### src/rtl/desrf_pkg.sv
package desrf_pkg;

    localparam int RH_W   = 32;
    localparam int RK_W   = 48;
    localparam int FOUT_W = 32;
    localparam int IN_W   = 80;

    // S-box entry i sits at bits [255-4i -: 4] of its row in this table.
    localparam logic [255:0] SBOX_ROM [8] = '{
        256'hE4D12FB83A6C5907_0F74E2D1A6CB9538_41E8D62BFC973A50_FC8249175B3EA06D,
        256'hF18E6B34972DC05A_3D47F28EC01A69B5_0E7BA4D158C6932F_D8A13F42B67C05E9,
        256'hA09E63F51DC7B428_D709346A285ECBF1_D6498F30B12C5AE7_1AD069874FE3B52C,
        256'h7DE3069A1285BC4F_D8B56F03472C1AE9_A690CB7DF13E5284_3F06A1D8945BC72E,
        256'h2C417AB6853FD0E9_EB2C47D150FA3986_421BAD78F9C5630E_B8C71E2D6F09A453,
        256'hC1AF92680D34E75B_AF427C9561DE0B38_9EF528C3704A1DB6_432C95FABE17608D,
        256'h4B2EF08D3C975A61_D0B7491AE35C2F86_14BDC37EAF680592_6BD814A7950FE23C,
        256'hD2846FB1A93E50C7_1FD8A374C56B0E92_7B419CE206ADF358_21E74A8DFC90356B
    };

    // P permutation: output bit (31 - i) takes input bit P_SRC[i].
    localparam logic [4:0] P_SRC [32] = '{
        5'd16, 5'd25, 5'd12, 5'd11, 5'd3,  5'd20, 5'd4,  5'd15,
        5'd31, 5'd17, 5'd9,  5'd6,  5'd27, 5'd14, 5'd1,  5'd22,
        5'd30, 5'd24, 5'd8,  5'd18, 5'd0,  5'd5,  5'd29, 5'd23,
        5'd13, 5'd19, 5'd2,  5'd26, 5'd10, 5'd21, 5'd28, 5'd7
    };

    function automatic logic [3:0] sbox_lookup(input logic [2:0] g, input logic [5:0] v);
        logic [5:0] idx;
        begin
            // row from the outer bits, column from the inner four
            idx = {v[5], v[0], v[4:1]};
            return SBOX_ROM[g][{~idx, 2'b00} +: 4];
        end
    endfunction

    function automatic logic [31:0] p_perm(input logic [31:0] s);
        logic [31:0] o;
        begin
            o = '0;
            for (int i = 0; i < 32; i++)
            begin
                o[31 - i] = s[P_SRC[i]];
            end
            return o;
        end
    endfunction

endpackage

### src/rtl/desrf_f_core.sv
module desrf_f_core
    import desrf_pkg::*;
(
    input  logic [RH_W-1:0]   right_half,
    input  logic [RK_W-1:0]   round_key,
    output logic [FOUT_W-1:0] f_out
);

    logic [31:0] rot;
    logic [63:0] dbl;
    logic [31:0] s_word;

    // E expansion: each 6-bit group is a window of R rotated right by one
    assign rot = {right_half[0], right_half[31:1]};
    assign dbl = {rot, rot};

    always_comb
    begin
        s_word = '0;
        for (int g = 0; g < 8; g++)
        begin
            s_word[31 - 4*g -: 4] = sbox_lookup(3'(g),
                dbl[63 - 4*g -: 6] ^ round_key[47 - 6*g -: 6]);
        end
    end

    assign f_out = p_perm(s_word);

endmodule

### src/rtl/des_round_function.sv
// DES round function f: m_tdata = P(S(E(right_half) xor round_key)).
// One request is taken every cycle while s_tready is high. An accepted request
// is held in the input register; its result is loaded into the result register
// once that register is free and is then offered on the master side. The input
// and result registers around the single-pass E/S-box/P logic give two requests
// of buffering, so s_tready drops only when both hold data and m_tready is low.
// No state is kept between requests.
module des_round_function
    import desrf_pkg::*;
(
    input  logic              clk,
    input  logic              rst_n,
    input  logic              s_tvalid,
    output logic              s_tready,
    input  logic [IN_W-1:0]   s_tdata,   // [31:0] right_half, [79:32] round_key
    output logic              m_tvalid,
    input  logic              m_tready,
    output logic [FOUT_W-1:0] m_tdata    // [31:0] f_out
);

    logic              in_valid_reg;
    logic              in_valid_next;
    logic [RH_W-1:0]   rh_reg;
    logic [RK_W-1:0]   rk_reg;
    logic              out_valid_reg;
    logic              out_valid_next;
    logic [FOUT_W-1:0] out_data_reg;
    logic [FOUT_W-1:0] f_val;
    logic              out_free;
    logic              s_acc;
    logic              advance;

    assign out_free = !out_valid_reg || m_tready;
    assign s_tready = !in_valid_reg || out_free;
    assign s_acc    = s_tvalid && s_tready;
    assign advance  = in_valid_reg && out_free;

    always_comb
    begin
        in_valid_next = in_valid_reg;
        if (s_acc)
        begin
            in_valid_next = 1'b1;
        end
        else if (advance)
        begin
            in_valid_next = 1'b0;
        end

        out_valid_next = out_valid_reg;
        if (advance)
        begin
            out_valid_next = 1'b1;
        end
        else if (m_tready)
        begin
            out_valid_next = 1'b0;
        end
    end

    always_ff @(posedge clk or negedge rst_n)
    begin
        if (!rst_n)
        begin
            in_valid_reg  <= 1'b0;
            out_valid_reg <= 1'b0;
        end
        else
        begin
            in_valid_reg  <= in_valid_next;
            out_valid_reg <= out_valid_next;
        end
    end

    always_ff @(posedge clk)
    begin
        if (s_acc)
        begin
            rh_reg <= s_tdata[RH_W-1:0];
            rk_reg <= s_tdata[RH_W +: RK_W];
        end
        if (advance)
        begin
            out_data_reg <= f_val;
        end
    end

    desrf_f_core u_f_core (
        .right_half (rh_reg),
        .round_key  (rk_reg),
        .f_out      (f_val)
    );

    assign m_tvalid = out_valid_reg;
    assign m_tdata  = out_data_reg;

endmodule

### config.mk
export PLATFORM = sky130hd
export DESIGN_NAME = des_round_function
export DESIGN_NICKNAME = d
export VERILOG_FILES = /design/src/rtl/desrf_pkg.sv /design/src/rtl/desrf_f_core.sv /design/src/rtl/des_round_function.sv
export SDC_FILE = /design/constraint.sdc
export NUM_CORES = 1
export LEC_CHECK = 0
export BUFFER_PORTS_ARGS = -buffer_cell sky130_fd_sc_hd__buf_2
export CAP_MARGIN = 30
export CORE_MARGIN = 1
export CORE_UTILIZATION = 40
export CTS_CLUSTER_DIAMETER = 120
export DETAILED_ROUTE_END_ITERATION = 6
export PLACE_DENSITY = 0.66
export SLEW_MARGIN = 0
export SYNTH_ARGS = -nofsm -noshare
export SYNTH_HDL_FRONTEND = slang
export SYNTH_SLANG_ARGS = --single-unit
### constraint.sdc
create_clock -name clk -period 4.1 [get_ports clk]
set_clock_uncertainty 0.2 [all_clocks]
set_input_delay 0.615 -clock clk [delete_from_list [all_inputs] [get_ports clk]]
set_output_delay 0.615 -clock clk [all_outputs]
set_load 0.005 [all_outputs]
==> flow_summary_export.csv, run 1 <==
group,metric,value,unit
timing,rsz0062_at_grt,"no",
logic_synthesis,synthSimpleGateAreaFrac,10.6,%
route,drt_iter0_markers,441,
placed_design,place_inst,1183,
logic_synthesis,ys_seq_area_share,39.4,%
die,die_h,149,um
clocking,clk_latency,0.42,ns
logic_synthesis,synth_adder_area_share,8.95,%
layout,syn2layout_area_growth,18.2,%
route,routedWlPerCell,15.5,um
clocking,cts_sinks,114,
worst_hold_path,hold-path-endpoint,"rk_reg[35]",
global_routing,grt_pass1_wl,30800,um
power_and_ir_drop,power_leakage,4.07,nW
route,drt_wl_total,18900,um
placed_design,preCtsSetupSlack,0.864,ns
timing,final-setup-viol-count,0,
global_routing,grt_use_total,17.5,%
clocking,htreeDepth,4,
timing,fmax,313,MHz
status,status,"finished clean",
clocking,cts_setup_buffers,0,
timing,whs,0.163,ns
worst_hold_path,min-delay-start,"s_tdata[67]",
setup_path,reg2reg_from,"rk_reg[44]",
logic_synthesis,synth_edf_count,112,
logic_synthesis,syn-num-nets,954,
layout,seqCellArea,3410,um2
layout,mostFrequentLayoutCell,"buf_2",
global_routing,antenna_found_initial,0,
logic_synthesis,synth.ff_latch_count,114,
clocking,cts_tree,"yes",
logic_synthesis,synth_compound_gate_area_share,15.5,%
logic_synthesis,ys.flop_type,"edfxtp_1",
timing,fin_crit,3.19,ns
route,vias,6727,
power_and_ir_drop,p_per_area,443,nW/um2
power_and_ir_drop,peakVddDrop,0.286,mV
timing,worst_slack,0.907,ns
logic_synthesis,synth_top_cell_area_share,38.8,%
setup_path,r2r_end,"m_tdata[23]",
route,dr.pass1.iters,5,
logic_synthesis,synth_mux_area_share,11.8,%
route,drc_errors,0,
placed_design,dp_hpwl,13100,um
logic_synthesis,yosys_warnings,0,
route,routed_via_density,5.53,
layout,final_nets,1075,
run,maxCapViolations,0,
layout,multiInputGateArea,4930,um2
logic_synthesis,synth_cells,808,
global_routing,grt_max_degree,55,
setup_path,end_kind,"flop",
setup_path,worstPathRequired,4.06,ns
logic_synthesis,synth_top_family_by_area,"compound AO/OA/AOI/OAI gates",
setup_path,regToRegSetupSlack,0.91,ns
worst_hold_path,hold_depth,1,
layout,drive_above_1_share,23.4,%
layout,layoutNonFillerInstCount,1217,
setup_path,startpoint_type,"flop",
placed_design,gp_routability_congestion,0.889,
timing,max_slew.worst_pin.slew,0.924,ns
setup_path,setup.worst_path.class,"reg -> reg",
global_routing,grt-ovfl-total,0,
logic_synthesis,async_reset_ff_share,1.75,%
route,ant_nets,0,
clocking,clkSlewWorstSetupHoldPaths,0.06,ns
logic_synthesis,yosys-top-cells-area,"edfxtp_1 (39%), ha_1 (8.9%), mux4_2 (6.0%)",
die,core_area,21200,um2
die,chipWidth,149,um
layout,mostFrequentLayoutCells,"buf_2 (117), edfxtp_1 (112), nand2_1 (71)",
setup_path,critPathArrivalTime,3.16,ns
setup_path,crit_path_max_fanout,12,
logic_synthesis,mappedNetlistArea,8670,um2
clocking,cts_inserted_buffers,17,
logic_synthesis,yosysUniqueCellTypes,59,
timing,slew_violations,0,
layout,antenna_cells,0,
die,die-area,22300,um2
global_routing,grt_pass1_vias,6240,
timing,slew_headroom,38.2,%
logic_synthesis,synthXorXnorAreaFrac,10.1,%
die,pin_count,118,
layout,largest_reg_flops,48,
die,row_count,53,
logic_synthesis,avgSynthCellArea,10.7,um2
logic_synthesis,synth_top_cell_by_area,"edfxtp_1",
clocking,root_buffer,"clkbuf_16",
setup_path,reg2reg_depth,8,
die,start_util,41.0,%
placed_design,io_buffers,117,
timing,finalCritPeriodShare,77.9,%
timing,hold_viol_final,0,
timing,fin_tns_setup,0,ns
clocking,cts_buffer_depth,2,
worst_hold_path,hold_path.class,"in -> reg",
layout,fillers,1903,
cell usage after synthesis (all sizes together), types with 8 or more instances:
library cell / count
inv: 36
o21ai: 43
a211oi: 13
buf: 25
nand2b: 8
xor2: 40
edfxtp: 112
nand3: 17
a21oi: 43
mux2i: 30
ha: 62
xnor2: 45
nor3: 25
mux4: 29
a31oi: 12
nor2: 67
nand2: 71
o211ai: 17
a211o: 9
clkbuf: 14
routing by layer:
metal | GRT usage [%] | wire length (um)
met1 | 23.1 | 8500
met2 | 28.3 | 9060
met3 | 4.01 | 978
met4 | 5.87 | 351
met5 | 0 | 0
kinds of logic (layout without fill, tap and decap cells):
kind of cell    count (synthesis)  count (layout)
compound gates                200             200
xor+xnor                       85              85
fa+ha+maj                      62              62
buf+inv                        76             210
flops                         114             114
mux                            63              63
simple gates                  208             208
area by class of cell:
| type | count | area share, % |
|---|---|---|
| flip-flops and latches | 114 | 33.3 |
| inverters | 37 | 1.36 |
| repair buffers | 141 | 7.62 |
| clock buffers | 17 | 4.15 |
| multi-input cells | 618 | 48.1 |
| clock inverters | 15 | 2.10 |
| well taps | 275 | 3.36 |
critical path, stage by stage (launching register included):
cell and delay (ns):
edfxtp_1 0.37, xor2_1 0.65, inv_1 0.31, ha_1 0.30, nor2_1 0.24, nand2_1 0.10
a21oi_1 0.21, a31oi_1 0.06, mux4_2 0.49
power by group:
group | leakage [nW] | internal (mW) | switching, mW
sequential | 1.10 | 1.44 | 0.0608
clock | 0.300 | 1.07 | 0.551
combinational | 2.68 | 0.630 | 0.782
total | 4.07 | 3.14 | 1.39
worst max-delay path by stage:
stage                     depth (start not counted)           to        from
final                                             8  m_tdata[23]  rk_reg[44]
after global routing                              8  m_tdata[19]  rh_reg[24]
after CTS                                         6   m_tdata[3]   rh_reg[8]
after detailed placement                          6   m_tdata[3]   rh_reg[8]
after global placement                            6   m_tdata[3]   rh_reg[8]
after floorplan                                   2    rh_reg[0]    m_tready
through the flow:
step           util [%]  power, mW  area, um2
5_1_grt            48.4       4.79      10200
2_1_floorplan         -       2.57       8670
3_3_place_gp       45.2       2.90       9560
3_5_place_dp       45.3       2.92       9590
6_report           48.4       4.54      10200
4_1_cts            48.4       4.58      10200
repair_timing:
action | in CTS | in global routing
endpoints found under the hold margin | 2 | 0
resized for setup | 0 | 0
hold buffers | 1 | 0
Power figures use the tool's default switching activity.
==> run 2, diff against run 1 <==
--- a/config.mk
+++ b/config.mk
@@ -5,6 +5,7 @@
 export SDC_FILE = /design/constraint.sdc
 export NUM_CORES = 1
 export LEC_CHECK = 0
+export ABC_AREA = 1
 export BUFFER_PORTS_ARGS = -buffer_cell sky130_fd_sc_hd__buf_2
 export CAP_MARGIN = 30
 export CORE_MARGIN = 1
==> constraint.sdc (replaced) <==
create_clock -name clk -period 3.11 [get_ports clk]
set_clock_uncertainty 0.2 [all_clocks]
set_input_delay 0.4665 -clock clk [delete_from_list [all_inputs] [get_ports clk]]
set_output_delay 0.4665 -clock clk [all_outputs]
set_load 0.005 [all_outputs]
==> run 2 against run 1 <==
Compared with the run above: sequential power grew 33%; global-route usage grew 1.3 points; critical path depth is the same; core utilization shrank 0.41 points; largest power group unchanged; combinational power grew 20%; die area grew 2.9%.
==> flow_summary_export.csv, run 2 <==
group,metric,value,unit
power_and_ir_drop,p_int,4.00,mW
setup_path,setup.worst_path.class,"reg -> reg",
logic_synthesis,async_reset_ff_share,1.75,%
setup_path,crit_path_max_fanout,7,
global_routing,grt_use_total,18.9,%
power_and_ir_drop,peakVddDrop,0.292,mV
layout,syn2layout_area_growth,17.4,%
global_routing,antenna_found_initial,1,
logic_synthesis,synth_common_cells,"nand2_1 (604), nand3_1 (255), inv_1 (120), edfxtp_1 (112), ha_1 (62)",
layout,largest_reg_flops,48,
logic_synthesis,yosys-top-cells-area,"edfxtp_1 (38%), nand2_1 (25%), nand3_1 (14%)",
setup_path,worst_path_most_repeated_cell,"nand3_1",
clocking,cts_inserted_buffers,17,
clocking,cts_buffer_depth,2,
power_and_ir_drop,power_leakage,5.39,nW
clocking,htreeDepth,4,
timing,fmax,439,MHz
setup_path,reg2reg_from,"rh_reg[16]",
logic_synthesis,yosysMostFrequentCell,"nand2_1",
placed_design,preCtsSetupSlack,0.869,ns
power_and_ir_drop,p_clk_share,37.0,%
logic_synthesis,mappedNetlistArea,8930,um2
logic_synthesis,synth_top_cell_by_area,"edfxtp_1",
timing,slew_headroom,43.3,%
logic_synthesis,synth_edf_count,112,
logic_synthesis,syn-num-nets,1407,
clocking,cts_setup_buffers,0,
layout,drive_above_1_share,12.7,%
logic_synthesis,ys.flop_type,"edfxtp_1",
clocking,cts_tree,"yes",
global_routing,grt-ovfl-total,0,
timing,rsz0062_at_grt,"no",
worst_hold_path,min-delay-start,"s_tdata[25]",
power_and_ir_drop,power,5.85,mW
route,routedWlPerCell,12.4,um
layout,antenna_cells,0,
logic_synthesis,synth_compound_gate_area_share,1.49,%
logic_synthesis,synthXorXnorAreaFrac,3.85,%
timing,worst_slack,0.834,ns
timing,hold_viol_final,0,
layout,final_nets,1525,
clocking,clkSlewWorstSetupHoldPaths,0.06,ns
timing,slew_violations,0,
layout,fillers,2171,
die,die_h,151,um
die,core_area,21800,um2
layout,utilization,48.0,%
logic_synthesis,synth_adder_area_share,8.69,%
die,pin_count,118,
route,drc_errors,0,
power_and_ir_drop,combPwrFrac,28.9,%
clocking,clk_latency,0.40,ns
logic_synthesis,synth_top_cell_area_share,37.7,%
worst_hold_path,hold-path-endpoint,"rh_reg[25]",
placed_design,gp_routability_congestion,0.922,
setup_path,startpoint_type,"flop",
logic_synthesis,synth_mux_area_share,0,%
logic_synthesis,synth_top_family_by_area,"simple AND/OR/NAND/NOR gates",
clocking,postCtsHoldBufs,1,
route,drt_iter0_markers,540,
setup_path,crit_slowest_cell,"xor2_1",
setup_path,worstPathRequired,3.07,ns
setup_path,reg2reg_depth,8,
setup_path,r2r_end,"m_tdata[22]",
power_and_ir_drop,p_switching,1.85,mW
logic_synthesis,synthSimpleGateAreaFrac,40.6,%
placed_design,io_buffers,117,
logic_synthesis,synth_cells,1261,
setup_path,path_cells,"xor2_1 > ha_1 > inv_1 > nand2_1 > nand3_1 > nand3_1 > nand3_1 > nand2_1",
route,vias,8361,
global_routing,grt_pass1_wl,34500,um
power_and_ir_drop,power.share.switching,31.6,%
setup_path,critPathArrivalTime,2.23,ns
layout,mostFrequentLayoutCell,"nand2_1",
worst_hold_path,hold_depth,1,
layout,mostFrequentLayoutCells,"nand2_1 (604), nand3_1 (255), inv_1 (119)",
logic_synthesis,yosys_warnings,0,
logic_synthesis,synth.ff_latch_count,114,
setup_path,end_kind,"flop",
timing,final-setup-viol-count,0,
global_routing,grt_max_degree,29,
route,ant_nets,0,
placed_design,dp_hpwl,15400,um
status,status,"finished clean",
setup_path,regToRegSetupSlack,0.83,ns
logic_synthesis,ys_seq_area_share,38.2,%
route,drt_wl_total,20700,um
die,start_util,40.9,%
timing,fin_tns_setup,0,ns
timing,max_slew.worst_pin.slew,0.848,ns
timing,finalCritPeriodShare,73.2,%
clocking,cts_sinks,114,
die,chipWidth,151,um
route,routed_via_density,5.00,
power_and_ir_drop,p_per_area,558,nW/um2
setup_path,critPathMaxStageDelay,0.50,ns
worst_hold_path,hold_path.class,"in -> reg",
layout,seqCellArea,3410,um2
timing,fin_crit,2.28,ns
power_and_ir_drop,p_seq_share,34.2,%
layout,multiInputGateArea,4890,um2
route,dr.pass1.iters,5,
global_routing,grt_pass1_vias,7482,
logic_synthesis,avgSynthCellArea,7.08,um2
clocking,root_buffer,"clkbuf_16",
run,maxCapViolations,0,
clocking,cts_resized,0,
die,row_count,54,
die,die-area,22900,um2
logic_synthesis,yosysUniqueCellTypes,24,
run 2: changes by cell type after synthesis, sizes merged, moves of 27 or more:
cell,change
xor2,-32
inv,+92
nand2,+533
nand3,+239
o21ai,-27
mux2i,-30
nor2,-58
a21oi,-37
mux4,-29
run 2: per-layer routing:
| metal | vias up | wire length, um | global-route usage, % |
|---|---|---|---|
| met4 | 2 | 234 | 5.10 |
| li1 | 4316 | - | - |
| met2 | 287 | 9510 | 30.9 |
| met3 | 22 | 1440 | 4.01 |
| met5 | - | 11 | 0 |
| met1 | 3734 | 9510 | 25.0 |
run 2: worst max path at each step:
stage          slack, ns           to  cells after the start       start
2_1_floorplan       0.21    rh_reg[0]                      4    m_tready
3_3_place_gp        0.92   rk_reg[13]                      6    m_tready
4_1_cts             0.85  m_tdata[31]                      8  rh_reg[16]
3_5_place_dp        0.87  m_tdata[22]                      8  rh_reg[16]
6_report            0.83  m_tdata[22]                      8  rh_reg[16]
5_1_grt             0.65  m_tdata[31]                      8  rh_reg[16]
run 2: area by class of cell:
cell class                      instances  share of cell area, %
Clock inverter                         13                   2.04
Sequential cell                       114                   32.6
Inverter                              128                   4.60
Multi-Input combinational cell        991                   46.6
Tap cell                              280                   3.34
Timing Repair Buffer                  127                   6.68
Clock buffer                           19                   4.13
run 2: metrics by stage:
step	hold WS, ns	cells	instance area (um2)
after floorplan	-0.0291	1261	8930
after global placement	0.0549	1639	9820
after detailed placement	0.0547	1639	9820
after CTS	0.0115	1672	10500
after global routing	0.00799	1672	10500
final	0.0331	1672	10500
run 2: worst max-delay path, delay by kind of cell (launching register included):
kind / cells / cell delay (ns)
xor gates and xnor gates: 1 / 0.50
DFF: 1 / 0.45
and+or+nand+nor: 5 / 0.43
adders and majority gates: 1 / 0.35
buffers and inverters: 1 / 0.10
run 2: power groups by stage:
stage / combinational (mW) / clock [mW] / sequential, mW
after floorplan: 1.23 / 0 / 2.03
after global placement: 1.67 / 0 / 2.02
after global routing: 1.94 / 2.27 / 2.02
final: 1.69 / 2.16 / 2.00
after CTS: 1.68 / 2.21 / 2.00
after detailed placement: 1.67 / 0 / 2.03
run 2: logic make-up after synthesis:
family | after synthesis
simple gates | 875
buf+inv | 156
flops | 114
fa+ha+maj | 62
xor+xnor | 29
compound gates | 25
